## config.mk

```make
export PLATFORM = sky130hd
export DESIGN_NAME = multiboot2_tag_parser
export DESIGN_NICKNAME = d
export VERILOG_FILES = /design/src/design/mb2_pkg.sv /design/src/design/mb2_front.sv /design/src/design/mb2_fifo.sv /design/src/design/mb2_back.sv /design/src/design/multiboot2_tag_parser.sv
export SDC_FILE = /design/constraint.sdc
export NUM_CORES = 2
export LEC_CHECK = 0
export BUFFER_PORTS_ARGS = -buffer_cell sky130_fd_sc_hd__buf_2
export CORE_MARGIN = 1
export CORE_UTILIZATION = 40
export CTS_BUF_LIST = sky130_fd_sc_hd__clkbuf_16
export DETAILED_ROUTE_END_ITERATION = 8
export PLACE_DENSITY = 0.67
export SKIP_CTS_REPAIR_TIMING = 1
export SLEW_MARGIN = 20
export SYNTH_ARGS = -nofsm -noshare
export SYNTH_HDL_FRONTEND = slang
export SYNTH_SLANG_ARGS = --single-unit
export TNS_END_PERCENT = 20
```

## constraint.sdc

```tcl
create_clock -name aclk -period 53.6 [get_ports aclk]
set_input_delay 5.36 -clock aclk [delete_from_list [all_inputs] [get_ports aclk]]
set_output_delay 5.36 -clock aclk [all_outputs]
set_load 0.02 [all_outputs]
```

## src/design/mb2_pkg.sv

```systemverilog
// Shared types and constants for the boot information tag parser.
package mb2_pkg;

    // Parse phases of the front end.
    localparam logic [1:0] PH_HDR  = 2'd0;
    localparam logic [1:0] PH_GAP  = 2'd1;
    localparam logic [1:0] PH_TAG  = 2'd2;
    localparam logic [1:0] PH_DONE = 2'd3;

    // Record kinds.
    localparam logic [2:0] KIND_MAP  = 3'd0;
    localparam logic [2:0] KIND_MOD  = 3'd1;
    localparam logic [2:0] KIND_CMD  = 3'd2;
    localparam logic [2:0] KIND_BOOT = 3'd3;
    localparam logic [2:0] KIND_FIN  = 3'd4;

    // Finish codes.
    localparam logic [2:0] FIN_END     = 3'd0;
    localparam logic [2:0] FIN_EXHAUST = 3'd1;
    localparam logic [2:0] FIN_BUFSMALL = 3'd2;
    localparam logic [2:0] FIN_BADTOTAL = 3'd3;
    localparam logic [2:0] FIN_TRUNC   = 3'd4;
    localparam logic [2:0] FIN_SHORT   = 3'd5;
    localparam logic [2:0] FIN_OVERSIZE = 3'd6;
    localparam logic [2:0] FIN_ALIGN   = 3'd7;

    // Tag types that the parser acts on.
    localparam logic [31:0] TAG_END     = 32'd0;
    localparam logic [31:0] TAG_MODULE  = 32'd3;
    localparam logic [31:0] TAG_BOOTDEV = 32'd5;
    localparam logic [31:0] TAG_MMAP    = 32'd6;
    localparam logic [31:0] TAG_RSDP1   = 32'd14;
    localparam logic [31:0] TAG_RSDP2   = 32'd15;

    localparam logic [31:0] TOTAL_LIMIT = 32'd67108864;
    localparam logic [31:0] MIN_ENTRY   = 32'd24;
    localparam logic [31:0] RSDP1_MIN   = 32'd28;
    localparam logic [31:0] RSDP2_MIN   = 32'd44;
    localparam logic [31:0] BOOT_MIN    = 32'd20;
    localparam logic [31:0] BODY_MIN    = 32'd16;

    localparam int QUEUE_DEPTH = 4;

    // Work that one input byte leaves for the back end: an optional data
    // record, then an optional finish record, plus the shared status.
    typedef struct packed {
        logic        has_rec;
        logic [2:0]  kind;
        logic [5:0]  index;
        logic [63:0] val_a;
        logic [63:0] val_b;
        logic [31:0] val_c;
        logic        has_fin;
        logic [2:0]  fin_status;
        logic        warn;
        logic        rsdp_found;
        logic [25:0] rsdp_offset;
        logic [5:0]  map_count;
        logic [4:0]  module_count;
    } pkt_t;

endpackage

```

## src/design/mb2_front.sv

```systemverilog
// Front end: walks the byte stream, tracks tags and builds record packets.
module mb2_front #(
    parameter int MAX_MODULES     = 8,
    parameter int CMDLINE_BYTES   = 128,
    parameter int MAX_MAP_ENTRIES = 32
) (
    input  logic           aclk,
    input  logic           aresetn,
    input  logic           cfg_valid,
    input  logic [26:0]    cfg_data,
    input  logic           in_valid,
    input  logic           in_ready,
    input  logic [7:0]     in_byte,
    input  logic           in_first,
    output logic           push,
    output mb2_pkg::pkt_t  push_pkt
);

    localparam int CW = $clog2(CMDLINE_BYTES);

    logic [26:0] buf_bytes_reg;
    logic [26:0] off_reg, off_next;
    logic [26:0] total_reg, total_next;
    logic [1:0]  phase_reg, phase_next;
    logic [26:0] tag_start_reg, tag_start_next;
    logic [31:0] tag_type_reg, tag_type_next;
    logic [31:0] tag_len_reg, tag_len_next;
    logic [63:0] shift_reg, shift_next;
    logic [31:0] stride_reg, stride_next;
    logic [26:0] estart_reg, estart_next;
    logic [31:0] mstart_reg, mstart_next;
    logic [CW-1:0] cnt_reg, cnt_next;
    logic [5:0]  maps_reg, maps_next;
    logic [4:0]  mods_reg, mods_next;
    logic        rsdp_reg, rsdp_next;
    logic [25:0] rsdp_off_reg, rsdp_off_next;
    logic        warn_reg, warn_next;
    logic        cmd_reg, cmd_next;
    logic [63:0] hold_a_reg, hold_a_next;
    logic [63:0] hold_b_reg, hold_b_next;

    // Configuration register.
    always_ff @(posedge aclk) begin
        if (!aresetn) begin
            buf_bytes_reg <= '0;
        end else if (cfg_valid) begin
            buf_bytes_reg <= cfg_data;
        end
    end

    // Per-byte parse step.
    always_comb begin
        logic [26:0] off_v;
        logic [26:0] rel_v;
        logic [26:0] room_v;
        logic [31:0] w32_v;
        logic [31:0] er_v;
        logic [31:0] aligned_v;
        logic [31:0] nxt_v;
        logic        go_v;
        logic        accept;

        off_next      = off_reg;
        total_next    = total_reg;
        phase_next    = phase_reg;
        tag_start_next = tag_start_reg;
        tag_type_next = tag_type_reg;
        tag_len_next  = tag_len_reg;
        shift_next    = shift_reg;
        stride_next   = stride_reg;
        estart_next   = estart_reg;
        mstart_next   = mstart_reg;
        cnt_next      = cnt_reg;
        maps_next     = maps_reg;
        mods_next     = mods_reg;
        rsdp_next     = rsdp_reg;
        rsdp_off_next = rsdp_off_reg;
        warn_next     = warn_reg;
        cmd_next      = cmd_reg;
        hold_a_next   = hold_a_reg;
        hold_b_next   = hold_b_reg;
        push_pkt      = '0;
        off_v = '0; rel_v = '0; room_v = '0; w32_v = '0; er_v = '0;
        aligned_v = '0; nxt_v = '0; go_v = 1'b0;
        accept = in_valid & in_ready;

        if (accept) begin
            // A first byte restarts the run.
            if (in_first) begin
                off_next = '0; total_next = '0; phase_next = mb2_pkg::PH_HDR;
                tag_start_next = 27'd8; tag_type_next = '0; tag_len_next = '0;
                shift_next = '0; stride_next = '0; estart_next = '0;
                mstart_next = '0; cnt_next = '0; warn_next = 1'b0;
                cmd_next = 1'b0; hold_a_next = '0; hold_b_next = '0;
            end
            if (phase_next != mb2_pkg::PH_DONE) begin
                off_v = off_next;
                off_next = off_v + 27'd1;
                shift_next = {in_byte, shift_next[63:8]};
                w32_v = shift_next[63:32];

                if (phase_next == mb2_pkg::PH_HDR) begin
                    // Total size header.
                    if (off_v == 27'd0 && buf_bytes_reg < 27'd8) begin
                        push_pkt.has_fin = 1'b1;
                        push_pkt.fin_status = mb2_pkg::FIN_BUFSMALL;
                        phase_next = mb2_pkg::PH_DONE;
                    end else if (off_v == 27'd3) begin
                        if (w32_v < 32'd8 || w32_v > mb2_pkg::TOTAL_LIMIT) begin
                            push_pkt.has_fin = 1'b1;
                            push_pkt.fin_status = mb2_pkg::FIN_BADTOTAL;
                            phase_next = mb2_pkg::PH_DONE;
                        end else begin
                            total_next = (w32_v > {5'd0, buf_bytes_reg}) ?
                                         buf_bytes_reg : w32_v[26:0];
                            maps_next = '0; mods_next = '0;
                            rsdp_next = 1'b0; rsdp_off_next = '0;
                            if (total_next <= 27'd8) begin
                                push_pkt.has_fin = 1'b1;
                                push_pkt.fin_status = mb2_pkg::FIN_EXHAUST;
                                phase_next = mb2_pkg::PH_DONE;
                            end else begin
                                tag_start_next = 27'd8;
                                phase_next = mb2_pkg::PH_GAP;
                            end
                        end
                    end
                end else begin
                    // Skip padding up to the next tag start.
                    go_v = 1'b1;
                    if (phase_next == mb2_pkg::PH_GAP) begin
                        if (off_v != tag_start_next) begin
                            go_v = 1'b0;
                        end else begin
                            phase_next = mb2_pkg::PH_TAG;
                        end
                    end
                    if (go_v) begin
                        rel_v = off_v - tag_start_next;
                        room_v = total_next - tag_start_next;
                        if (rel_v < 27'd8) begin
                            // Tag header.
                            if (rel_v == 27'd3) begin
                                tag_type_next = w32_v;
                            end else if (rel_v == 27'd7) begin
                                tag_len_next = w32_v;
                                stride_next = '0;
                                cmd_next = 1'b0;
                                if (w32_v < 32'd8) begin
                                    push_pkt.has_fin = 1'b1;
                                    push_pkt.fin_status = mb2_pkg::FIN_SHORT;
                                    phase_next = mb2_pkg::PH_DONE;
                                end else if (w32_v > {5'd0, room_v}) begin
                                    push_pkt.has_fin = 1'b1;
                                    push_pkt.fin_status = mb2_pkg::FIN_OVERSIZE;
                                    phase_next = mb2_pkg::PH_DONE;
                                end else if (tag_type_next == mb2_pkg::TAG_END) begin
                                    push_pkt.has_fin = 1'b1;
                                    push_pkt.fin_status = mb2_pkg::FIN_END;
                                    phase_next = mb2_pkg::PH_DONE;
                                end else if ((tag_type_next == mb2_pkg::TAG_RSDP1 &&
                                              w32_v >= mb2_pkg::RSDP1_MIN && !rsdp_next) ||
                                             (tag_type_next == mb2_pkg::TAG_RSDP2 &&
                                              w32_v >= mb2_pkg::RSDP2_MIN)) begin
                                    rsdp_next = 1'b1;
                                    rsdp_off_next = 26'(tag_start_next + 27'd8);
                                end
                            end
                        end else if (tag_type_next == mb2_pkg::TAG_MMAP &&
                                     tag_len_next >= mb2_pkg::BODY_MIN) begin
                            // Memory map body.
                            if (rel_v == 27'd11) begin
                                stride_next = w32_v;
                            end else if (rel_v == 27'd15) begin
                                if (stride_next < mb2_pkg::MIN_ENTRY ||
                                    stride_next > tag_len_next) begin
                                    warn_next = 1'b1;
                                    stride_next = '0;
                                end else begin
                                    estart_next = tag_start_next + 27'd16;
                                end
                            end else if (rel_v >= 27'd16 && stride_next != '0) begin
                                er_v = {5'd0, off_v} - {5'd0, estart_next};
                                if (er_v == 32'd7) begin
                                    hold_a_next = shift_next;
                                end else if (er_v == 32'd15) begin
                                    hold_b_next = shift_next;
                                end else if (er_v == 32'd19) begin
                                    if (({7'd0, estart_next} + {2'd0, stride_next} <=
                                         {7'd0, tag_start_next} + {2'd0, tag_len_next}) &&
                                        maps_next < 6'(MAX_MAP_ENTRIES)) begin
                                        push_pkt.has_rec = 1'b1;
                                        push_pkt.kind = mb2_pkg::KIND_MAP;
                                        push_pkt.index = maps_next;
                                        push_pkt.val_a = hold_a_next;
                                        push_pkt.val_b = hold_b_next;
                                        push_pkt.val_c = w32_v;
                                        maps_next = maps_next + 6'd1;
                                    end
                                end
                                if (er_v == stride_next - 32'd1) begin
                                    estart_next = estart_next + stride_next[26:0];
                                end
                            end
                        end else if (tag_type_next == mb2_pkg::TAG_MODULE &&
                                     tag_len_next >= mb2_pkg::BODY_MIN) begin
                            // Module body and its command line.
                            if (rel_v == 27'd11) begin
                                mstart_next = w32_v;
                            end else if (rel_v == 27'd15) begin
                                if (w32_v > mstart_next && mods_next < 5'(MAX_MODULES)) begin
                                    push_pkt.has_rec = 1'b1;
                                    push_pkt.kind = mb2_pkg::KIND_MOD;
                                    push_pkt.index = {1'b0, mods_next};
                                    push_pkt.val_a = {32'd0, mstart_next};
                                    push_pkt.val_b = {32'd0, w32_v - mstart_next};
                                    mods_next = mods_next + 5'd1;
                                    cmd_next = 1'b1;
                                    cnt_next = '0;
                                end
                            end else if (rel_v >= 27'd16 && cmd_next) begin
                                if ({1'b0, cnt_next} + 1'b1 < (CW + 1)'(CMDLINE_BYTES) &&
                                    in_byte != 8'd0) begin
                                    cnt_next = cnt_next + 1'b1;
                                    push_pkt.has_rec = 1'b1;
                                    push_pkt.kind = mb2_pkg::KIND_CMD;
                                    push_pkt.index = {1'b0, mods_next - 5'd1};
                                    push_pkt.val_c = {24'd0, in_byte};
                                end else begin
                                    cmd_next = 1'b0;
                                end
                            end
                        end else if (tag_type_next == mb2_pkg::TAG_BOOTDEV &&
                                     tag_len_next >= mb2_pkg::BOOT_MIN) begin
                            // Boot device triple.
                            if (rel_v == 27'd11) begin
                                hold_a_next = {32'd0, w32_v};
                            end else if (rel_v == 27'd15) begin
                                hold_b_next = {32'd0, w32_v};
                            end else if (rel_v == 27'd19) begin
                                push_pkt.has_rec = 1'b1;
                                push_pkt.kind = mb2_pkg::KIND_BOOT;
                                push_pkt.val_a = hold_a_next;
                                push_pkt.val_b = hold_b_next;
                                push_pkt.val_c = w32_v;
                            end
                        end
                        // End of the tag: step to the next aligned start, or finish the run.
                        if (phase_next == mb2_pkg::PH_TAG && rel_v >= 27'd7 &&
                            {5'd0, rel_v} + 32'd1 == tag_len_next) begin
                            aligned_v = (tag_len_next + 32'd7) & ~32'd7;
                            nxt_v = {5'd0, tag_start_next} + aligned_v;
                            if (aligned_v > {5'd0, room_v}) begin
                                push_pkt.has_fin = 1'b1;
                                push_pkt.fin_status = mb2_pkg::FIN_ALIGN;
                                phase_next = mb2_pkg::PH_DONE;
                            end else if (nxt_v >= {5'd0, total_next}) begin
                                push_pkt.has_fin = 1'b1;
                                push_pkt.fin_status = mb2_pkg::FIN_EXHAUST;
                                phase_next = mb2_pkg::PH_DONE;
                            end else if (nxt_v > {5'd0, total_next} - 32'd8) begin
                                push_pkt.has_fin = 1'b1;
                                push_pkt.fin_status = mb2_pkg::FIN_TRUNC;
                                phase_next = mb2_pkg::PH_DONE;
                            end else begin
                                tag_start_next = nxt_v[26:0];
                                phase_next = mb2_pkg::PH_GAP;
                            end
                        end
                    end
                end
            end
        end

        // Status snapshot shared by both records of this byte.
        push_pkt.warn         = warn_next;
        push_pkt.rsdp_found   = rsdp_next;
        push_pkt.rsdp_offset  = rsdp_off_next;
        push_pkt.map_count    = maps_next;
        push_pkt.module_count = mods_next;
        push = push_pkt.has_rec | push_pkt.has_fin;
    end

    // Parser state.
    always_ff @(posedge aclk) begin
        if (!aresetn) begin
            off_reg <= '0; total_reg <= '0; phase_reg <= mb2_pkg::PH_HDR;
            tag_start_reg <= 27'd8; tag_type_reg <= '0; tag_len_reg <= '0;
            shift_reg <= '0; stride_reg <= '0; estart_reg <= '0;
            mstart_reg <= '0; cnt_reg <= '0; maps_reg <= '0; mods_reg <= '0;
            rsdp_reg <= 1'b0; rsdp_off_reg <= '0; warn_reg <= 1'b0;
            cmd_reg <= 1'b0; hold_a_reg <= '0; hold_b_reg <= '0;
        end else begin
            off_reg <= off_next; total_reg <= total_next; phase_reg <= phase_next;
            tag_start_reg <= tag_start_next; tag_type_reg <= tag_type_next;
            tag_len_reg <= tag_len_next; shift_reg <= shift_next;
            stride_reg <= stride_next; estart_reg <= estart_next;
            mstart_reg <= mstart_next; cnt_reg <= cnt_next; maps_reg <= maps_next;
            mods_reg <= mods_next; rsdp_reg <= rsdp_next;
            rsdp_off_reg <= rsdp_off_next; warn_reg <= warn_next; cmd_reg <= cmd_next;
            hold_a_reg <= hold_a_next; hold_b_reg <= hold_b_next;
        end
    end

endmodule

```

## src/design/mb2_fifo.sv

```systemverilog
// Short packet queue between the parser front end and the output back end.
module mb2_fifo (
    input  logic           aclk,
    input  logic           aresetn,
    input  logic           push,
    input  mb2_pkg::pkt_t  push_pkt,
    input  logic           pop,
    output mb2_pkg::pkt_t  pop_pkt,
    output logic           full,
    output logic           empty
);

    localparam int AW = $clog2(mb2_pkg::QUEUE_DEPTH);

    mb2_pkg::pkt_t mem [mb2_pkg::QUEUE_DEPTH];
    logic [AW-1:0] wr_ptr_reg, rd_ptr_reg;
    logic [AW:0]   count_reg;

    assign full    = (count_reg == (AW + 1)'(mb2_pkg::QUEUE_DEPTH));
    assign empty   = (count_reg == '0);
    assign pop_pkt = mem[rd_ptr_reg];

    // Storage.
    always_ff @(posedge aclk) begin
        if (push) begin
            mem[wr_ptr_reg] <= push_pkt;
        end
    end

    // Pointers and fill count.
    always_ff @(posedge aclk) begin
        if (!aresetn) begin
            wr_ptr_reg <= '0;
            rd_ptr_reg <= '0;
            count_reg  <= '0;
        end else begin
            if (push) wr_ptr_reg <= wr_ptr_reg + 1'b1;
            if (pop)  rd_ptr_reg <= rd_ptr_reg + 1'b1;
            count_reg <= count_reg + (AW + 1)'(push) - (AW + 1)'(pop);
        end
    end

`ifndef ASSERT_OFF
    a_no_overflow: assert property (@(posedge aclk) disable iff (!aresetn)
        !(push && full && !pop)) else $error("queue overflow");
    a_no_underflow: assert property (@(posedge aclk) disable iff (!aresetn)
        !(pop && empty)) else $error("queue underflow");
    a_reset_empty: assert property (@(posedge aclk)
        !aresetn |=> count_reg == '0) else $error("queue not empty after reset");
`endif

endmodule

```

## src/design/mb2_back.sv

```systemverilog
// Back end: turns queued packets into output beats, data record first.
module mb2_back (
    input  logic           aclk,
    input  logic           aresetn,
    input  mb2_pkg::pkt_t  pop_pkt,
    input  logic           empty,
    output logic           pop,
    output logic           m_tvalid,
    input  logic           m_tready,
    output logic [207:0]   m_tdata,
    output logic [2:0]     m_tuser,
    output logic           m_tlast
);

    mb2_pkg::pkt_t cur_reg;
    logic          valid_reg;
    logic          fin_sel_reg;
    logic          last_beat;
    logic          take;

    assign last_beat = fin_sel_reg | ~cur_reg.has_fin;
    assign take      = ~valid_reg | (m_tready & last_beat);
    assign pop       = take & ~empty;

    // Beat control.
    always_ff @(posedge aclk) begin
        if (!aresetn) begin
            valid_reg   <= 1'b0;
            fin_sel_reg <= 1'b0;
        end else if (take) begin
            valid_reg   <= ~empty;
            fin_sel_reg <= ~pop_pkt.has_rec;
        end else if (m_tready) begin
            fin_sel_reg <= 1'b1;
        end
    end

    // Packet holding register.
    always_ff @(posedge aclk) begin
        if (pop) begin
            cur_reg <= pop_pkt;
        end
    end

    // Output beat fields.
    always_comb begin
        m_tvalid = valid_reg;
        m_tlast  = last_beat;
        m_tuser  = fin_sel_reg ? mb2_pkg::KIND_FIN : cur_reg.kind;
        m_tdata  = {cur_reg.module_count, cur_reg.map_count, cur_reg.rsdp_offset,
                    cur_reg.rsdp_found, cur_reg.warn,
                    fin_sel_reg ? cur_reg.fin_status : 3'd0,
                    fin_sel_reg ? 32'd0 : cur_reg.val_c,
                    fin_sel_reg ? 64'd0 : cur_reg.val_b,
                    fin_sel_reg ? 64'd0 : cur_reg.val_a,
                    fin_sel_reg ? 6'd0 : cur_reg.index};
    end

endmodule

```

## src/design/multiboot2_tag_parser.sv

```systemverilog
// Top level of the boot information tag parser.
// The parser takes one buffer byte per clock cycle, little endian, unless the
// four-packet queue before the output register is full, so it keeps taking
// bytes while results wait. Each byte yields zero, one or two result beats,
// and two (record, then finish) leave in turn by the single output port, so
// the sustained rate is one byte per cycle when no byte yields two beats
// and the sink is always ready. The cfg port is always ready; the user must
// write buffer_bytes only while no byte is in flight, which the block does
// not enforce. Records leave as one beat each: tlast marks the last beat
// caused by an input byte and tuser carries the record kind.
module multiboot2_tag_parser #(
    parameter int MAX_MODULES     = 8,
    parameter int CMDLINE_BYTES   = 128,
    parameter int MAX_MAP_ENTRIES = 32
) (
    input  logic         aclk,
    input  logic         aresetn,
    // Configuration write: buffer_bytes.
    input  logic         cfg_valid,
    output logic         cfg_ready,
    input  logic [26:0]  cfg_data,
    // Input beat.
    input  logic         s_tvalid,
    output logic         s_tready,
    input  logic [7:0]   s_tdata,   // data_byte
    input  logic [0:0]   s_tuser,   // first_byte
    // Result beat.
    output logic         m_tvalid,
    input  logic         m_tready,
    // record_index, value_a, value_b, value_c, finish_status, map_size_warning,
    // rsdp_found, rsdp_offset, map_count, module_count
    output logic [207:0] m_tdata,
    output logic [2:0]   m_tuser,   // record_kind
    output logic         m_tlast    // last_of_run
);

    logic          push, pop, full, empty;
    mb2_pkg::pkt_t push_pkt, pop_pkt;

    assign cfg_ready = 1'b1;
    assign s_tready  = ~full;

    mb2_front #(
        .MAX_MODULES     (MAX_MODULES),
        .CMDLINE_BYTES   (CMDLINE_BYTES),
        .MAX_MAP_ENTRIES (MAX_MAP_ENTRIES)
    ) u_front (
        .aclk      (aclk),
        .aresetn   (aresetn),
        .cfg_valid (cfg_valid),
        .cfg_data  (cfg_data),
        .in_valid  (s_tvalid),
        .in_ready  (s_tready),
        .in_byte   (s_tdata),
        .in_first  (s_tuser[0]),
        .push      (push),
        .push_pkt  (push_pkt)
    );

    mb2_fifo u_fifo (
        .aclk     (aclk),
        .aresetn  (aresetn),
        .push     (push),
        .push_pkt (push_pkt),
        .pop      (pop),
        .pop_pkt  (pop_pkt),
        .full     (full),
        .empty    (empty)
    );

    mb2_back u_back (
        .aclk     (aclk),
        .aresetn  (aresetn),
        .pop_pkt  (pop_pkt),
        .empty    (empty),
        .pop      (pop),
        .m_tvalid (m_tvalid),
        .m_tready (m_tready),
        .m_tdata  (m_tdata),
        .m_tuser  (m_tuser),
        .m_tlast  (m_tlast)
    );

endmodule

```

# Word-level counts from Yosys, hierarchy flattened
# Memory sizes are Yosys's and may differ from the RTL's. A register that Yosys moved wholly into a read port is not among the register bits.
# Cells that the tools add are included.
[op_classes] n_mux=292 addsub=24 eq_ne=21 order_cmp=23 bitwise_logic=11 n_reduce_logical=25
[ops] operator="$mux W64" count=33
[ops] operator="$mux W170" count=11
[ops] operator="$mux W32" count=43
[ops] operator="$mux W27" count=36
[ops] operator="$mux W160" count=5
[ops] operator="$mux W174" count=3
[ops] operator="$mux W26" count=14
[ops] operator="$mux W138" count=1
[ops] operator="$mux W128" count=1
[ops] operator="$mux W6" count=18
[ops] operator="$eq A32 B3 Y1 const B" count=3
[ops] operator="$eq A32 B4 Y1 const B" count=3
[ops] operator="$ge A32 B5 Y1 const B" count=3
[ops] operator="$gt A32 B27 Y1" count=3
[ops] operator="$gt A32 B32 Y1" count=3
[ops] operator="$mux W7" count=13
[ops] operator="$mux W4" count=20
[ops] operator="$add A27 B32 Y33" count=2
[ops] operator="$mux W5" count=13
[ops] operator="$eq A32 B32 Y1" count=2
[ops] operator="$eq A27 B2 Y1 const B" count=2
[ops] operator="$eq A27 B4 Y1 const B" count=2
[ops] operator="$lt A27 B4 Y1 const B" count=2
[ops] operator="$mux W2" count=27
[ops] operator="58 further kinds" count=133
[totals] inputBits=41 elab_cells=434 n_memories=1 ramBits=852 output_inout_bits=215 register_bits=717
[mem_list] name="u_fifo.mem" words=4 word_bits=213 read_ports=1 rd_ports_with_merged_regs=1 write_ports=1 line="mb2_fifo.sv:15" source="mb2_pkg::pkt_t mem [mb2_pkg::QUEUE_DEPTH];"

# Logic depth before layout (Yosys ltp)
[depth] ltp_word=28 ltp_mapped=77 ltp_nobuf=57

# By module
# From an unflattened synthesis, not the netlist that was laid out.
[hier_totals] cells_unflattened=7897 area_unflattened_um2=84666.2
[by_module_without_submodules] module="mb2_front" n_inst=1 cells_each=6283 seq_area_each_um2=9929.5 area_per_inst_um2=45523.7
[by_module_without_submodules] module="mb2_fifo" n_inst=1 cells_each=1156 seq_area_each_um2=25764.7 area_per_inst_um2=31183.7
[by_module_without_submodules] module="mb2_back" n_inst=1 cells_each=455 seq_area_each_um2=6406.1 area_per_inst_um2=7943.9
[by_module_without_submodules] module="multiboot2_tag_parser" n_inst=1 cells_each=3 seq_area_each_um2=0.0 area_per_inst_um2=15.0

# Least setup slack after synthesis
# OpenSTA, ideal clock, no wires.
[synth_path] kind="input to register" start="input s_tuser" end="memory u_fifo.mem[0][0] (netlist bit), enable pin" t_arrival_ps=22977 stages=65 setup_time_ps=599 required_time_ps=53001 slack_ps=30024 cell_sequence="buf_6 buf_4 buf_4 buf_2 buf_2 buf_2 buf_2 buf_2 buf_2 buf_2 buf_2 buf_1 clkbuf_1 buf_2 buf_1 clkbuf_1 clkbuf_1 buf_1 [29 not listed] a21oi_1 nor3_1 nand2_1 nor2_1 nor2_1 xor2_1 ha_1 nand4_1 inv_1 nand3_1 or4_1 a21oi_1 o22ai_1 a21oi_1 nor4_2 nand2b_1 a21o_2 and3_1"
[synth_between] elab_chain_len=26
[synth_lines] element="start: declaration" line="multiboot2_tag_parser.sv:26" source="input logic [0:0] s_tuser,"
[synth_lines] element="branches (longest 21 deep; another with $add A32 B3 Y32)"
[synth_lines] element="$mux W174 *" line="mb2_front.sv:96" source="if (phase_next != mb2_pkg::PH_DONE) begin"
[synth_lines] element="$mux W174 *" line="mb2_front.sv:87" source="if (accept) begin"
[synth_lines] element="$or A1 B1 Y1 *" line="mb2_front.sv:281" source="push = push_pkt.has_rec | push_pkt.has_fin;"
[synth_lines] element="$mux W1 *" line="mb2_fifo.sv:25" source="if (push) begin"
[synth_lines] element="$mux W1 (implied by the code) *" line="mb2_fifo.sv:26" source="mem[wr_ptr_reg] <= push_pkt;"
[synth_lines] element="end: declaration" line="mb2_fifo.sv:15"
# Mark *: on every way between the ends. The select of a mux whose other input is x is not followed.

# Worst setup path after layout
[layout_path] start="input s_tuser" end="memory u_fifo.mem[0][99] (netlist bit), enable pin"
# Same word-level chain as after synthesis.

==> results.yml <==
timing:
  setup_viol: 0
  slew_headroom_pct: 17.2
  period_share_pct: 38.4
  drv_slew: 0
  finalCriticalPeriod_ps: 20580
  hold_slack_ps: 455
  fmax_mhz: 48.6
  hold_viol_final: 0
  rsz0062_at_grt: "false"
  worst_clock_skew_ps: 108
  worst_slew_pin_slew_ps: 1240
  fin_tns_setup_ps: 0
  fin_ws_ps: 33020
drt:
  vias_per_cell: 6.14
  wl_met2_um: 141000
  wl_met3_um: 31900
  ant_nets: 0
  num_vias: 67911
  wl_um: 326000
  wirelength_met1_um: 133000
  wire_per_inst_um: 29.5
  drt-initial-drc-count: 8712
  firstDrtPassIters: 7
  drc: 0
  highest_layer: "met5"
logic_synthesis:
  synth_cells: 7988
  yosys.area.top_type: "edfxtp_1"
  ys_seq_area_share_pct: 49.7
  synth.ff_latch_count: 1566
  synth_cell_type_count: 105
  synth_area_per_cell_um2: 10.6
  synth_edf_count: 1059
  ys.flop_type: "edfxtp_1"
  syn_area_mm2: 0.0845
  synthArstFlopShare_pct: 0
  ys_top_cells_by_area: "edfxtp_1 38%, dfxtp_1 12%, mux4_2 5.7%"
  yosysWarnings: 0
  netlist.area_leader.share_pct: 37.7
final_layout:
  final_nets: 8545
  syn_to_final_growth_pct: 11.9
  post-route-util_pct: 45.0
  instances_no_fill: 11069
  largest_register_ffs: 848
  drive_above_1_share_pct: 12.9
global_routing:
  overflow: 0
  grt_pass1_vias: 63346
  grt_max_degree: 206
  grt_pass1_wl_um: 459000
  antenna_found_initial: 17
  grtUsageTotal_pct: 29.9
die:
  fp.dieW_um: 462
  chipHeight_um: 462
  fp.coreArea_mm2: 0.210
  pin_count: 256
  start_util_pct: 40.3
  die_area_mm2: 0.213
  num_rows: 168
place:
  place.gp.congestion: 1.03
  hpwl_um: 236000
  dp.cells: 10758
  pre_cts_slack_ps: 32500
  port_buffers: 254
worst_setup_path:
  crit_type: "input pin to flop"
  r2r_setup_slack_ps: 37850
  cp-start-kind: "input pin"
  r2r_start: "u_front.tag_start_reg[0]$_SDFFE_PN0P_"
  cp_num_buf_inv: 7
  cpMaxStageDelayCell: "a2111oi_4"
  path_max_fanout: 64
  r2r_cells: 48
  cp_data_arrival_time_ps: 21010
  cp_top_family: "simple AND/OR/NAND/NOR gates"
  cp_data_required_time_ps: 54030
  end_kind: "flop"
  path_depth: 48
  slowest_delay_ps: 890
  rr_endpoint: "u_fifo.mem[0][99]$_DFFE_PP_"
  crit_start: "s_tuser"
min_path:
  min_to: "u_front.estart_reg[0]$_SDFFE_PN0P_"
  hold_path_class: "flop to flop"
  hp-start: "u_front.estart_reg[0]$_SDFFE_PN0P_"
  whs_path_depth: 2
power_and_ir_drop:
  power_leakage_nw: 33.7
  vdd_ir_drop_max_mv: 0.0462
  pwr_density_cell_mw_per_mm2: 35.0
clocking:
  cts-root-buf: "clkbuf_16"
  cts_sinks: 1566
  cts_tree: "done"
  path_clk_slew_ps: 70
  h-tree-depth: 4
  clk_latency_ps: 880
  numCtsBuffers: 161
  cts_buffer_depth: 3
run:
  maxCapViolations: 0
run_status:
  status: "finished, final reports clean"
## how the worst max path moves through the flow
stage          slack (ps)                            to
6_report            33020   u_fifo.mem[0][99]$_DFFE_PP_
5_1_grt             32390  u_fifo.mem[0][168]$_DFFE_PP_
4_1_cts             33310   u_fifo.mem[3][97]$_DFFE_PP_
3_5_place_dp        32500  u_fifo.mem[3][100]$_DFFE_PP_
3_3_place_gp        32540  u_fifo.mem[1][167]$_DFFE_PP_
2_1_floorplan       30020    u_fifo.mem[0][0]$_DFFE_PP_
## worst register-to-register path: cells and delay by family, from the launching register on
kind            cells  cell delay, ps
fa+ha+maj           4            1570
mux                 1             730
flops               1             370
buf+inv             6            3040
simple gates       19            4800
xor+xnor            1             170
compound gates     17            4640
## metal layers
metal	track usage, %	vias to the layer above
li1	-	29497
met1	40.0	33622
met2	44.9	3887
met3	6.49	893
met4	16.1	12
met5	0	-
## cells by family (layout without fill, tap and decap cells)
kind of cell	count (synthesis)	after routing	synth area share (%)
multiplexers	410	410	8.06
other	2	15	0.00889
XOR/XNOR	383	383	4.00
flip-flops	1566	1566	49.7
AND/OR/NAND/NOR	2743	2743	15.9
AO/OA/AOI/OAI	1743	1743	12.8
buffers and inverters	746	1009	3.64
adder cells (fa/ha/maj)	395	395	5.90
## power by group
part / internal (mW) / total, mW / switching, mW / leakage, nW
logic: 0.252 / 0.753 / 0.502 / 17.3
clock network: 0.632 / 1.14 / 0.510 / 2.76
registers: 1.38 / 1.41 / 0.0341 / 13.6
total: 2.26 / 3.31 / 1.05 / 33.7
## final cells by class
class,instances,area (um^2)
tap,2805,3510
multi-input combinational,5679,39700
timing repair buffer,446,2840
fill,19442,115000
sequential,1566,42000
clock buffer,161,4030
clock inverter,139,1400
inverter,263,1000
antenna,10,25.0
## synthesized netlist by cell type (20+ instances only)
library cell	n
a31oi_1	39
o221a_2	23
dfxtp_1	507
o21bai_1	23
buf_1	59
or2_2	28
clkbuf_1	327
nor2_1	819
a21o_1	114
nor3_1	153
nand2b_1	64
mux2_2	34
ha_1	379
xor2_1	90
or3_1	43
and3_1	72
o31ai_1	20
o22ai_1	45
a211oi_1	23
nor2b_1	339
o211ai_1	21
and2_1	145
buf_2	43
a22o_1	24
inv_1	256
buf_4	50
o21ai_0	387
mux4_2	212
nand2_1	662
o21a_1	57
a22oi_1	213
nand3_1	143
a21oi_1	590
nand4_1	107
xnor2_1	291
nor4_1	62
edfxtp_1	1059
mux2i_1	163
## layout by cell type, fill, tap and decap left out, types with 161 or more instances in the layout
cell type	netlist	final
clkbuf_16	0	161
edfxtp_1	1059	1059
a22oi_1	213	213
dfxtp_1	507	504
buf_4	50	184
xnor2_1	291	290
ha_1	379	379
a21oi_1	590	589
buf_2	43	252
inv_1	256	294
nor2_1	819	813
nand2_1	662	658
mux4_2	212	212
mux2i_1	163	163
nor2b_1	339	339
o21ai_0	387	384
## stage by stage
step                power (mW)  cell area (um^2)
floorplan                 1.96             84500
global placement          2.17             88900
detailed placement        2.18             89000
CTS                       3.31             94400
global route              3.42             94500
finish                    3.31             94500
No activity file was read; power rests on OpenSTA's default activity.
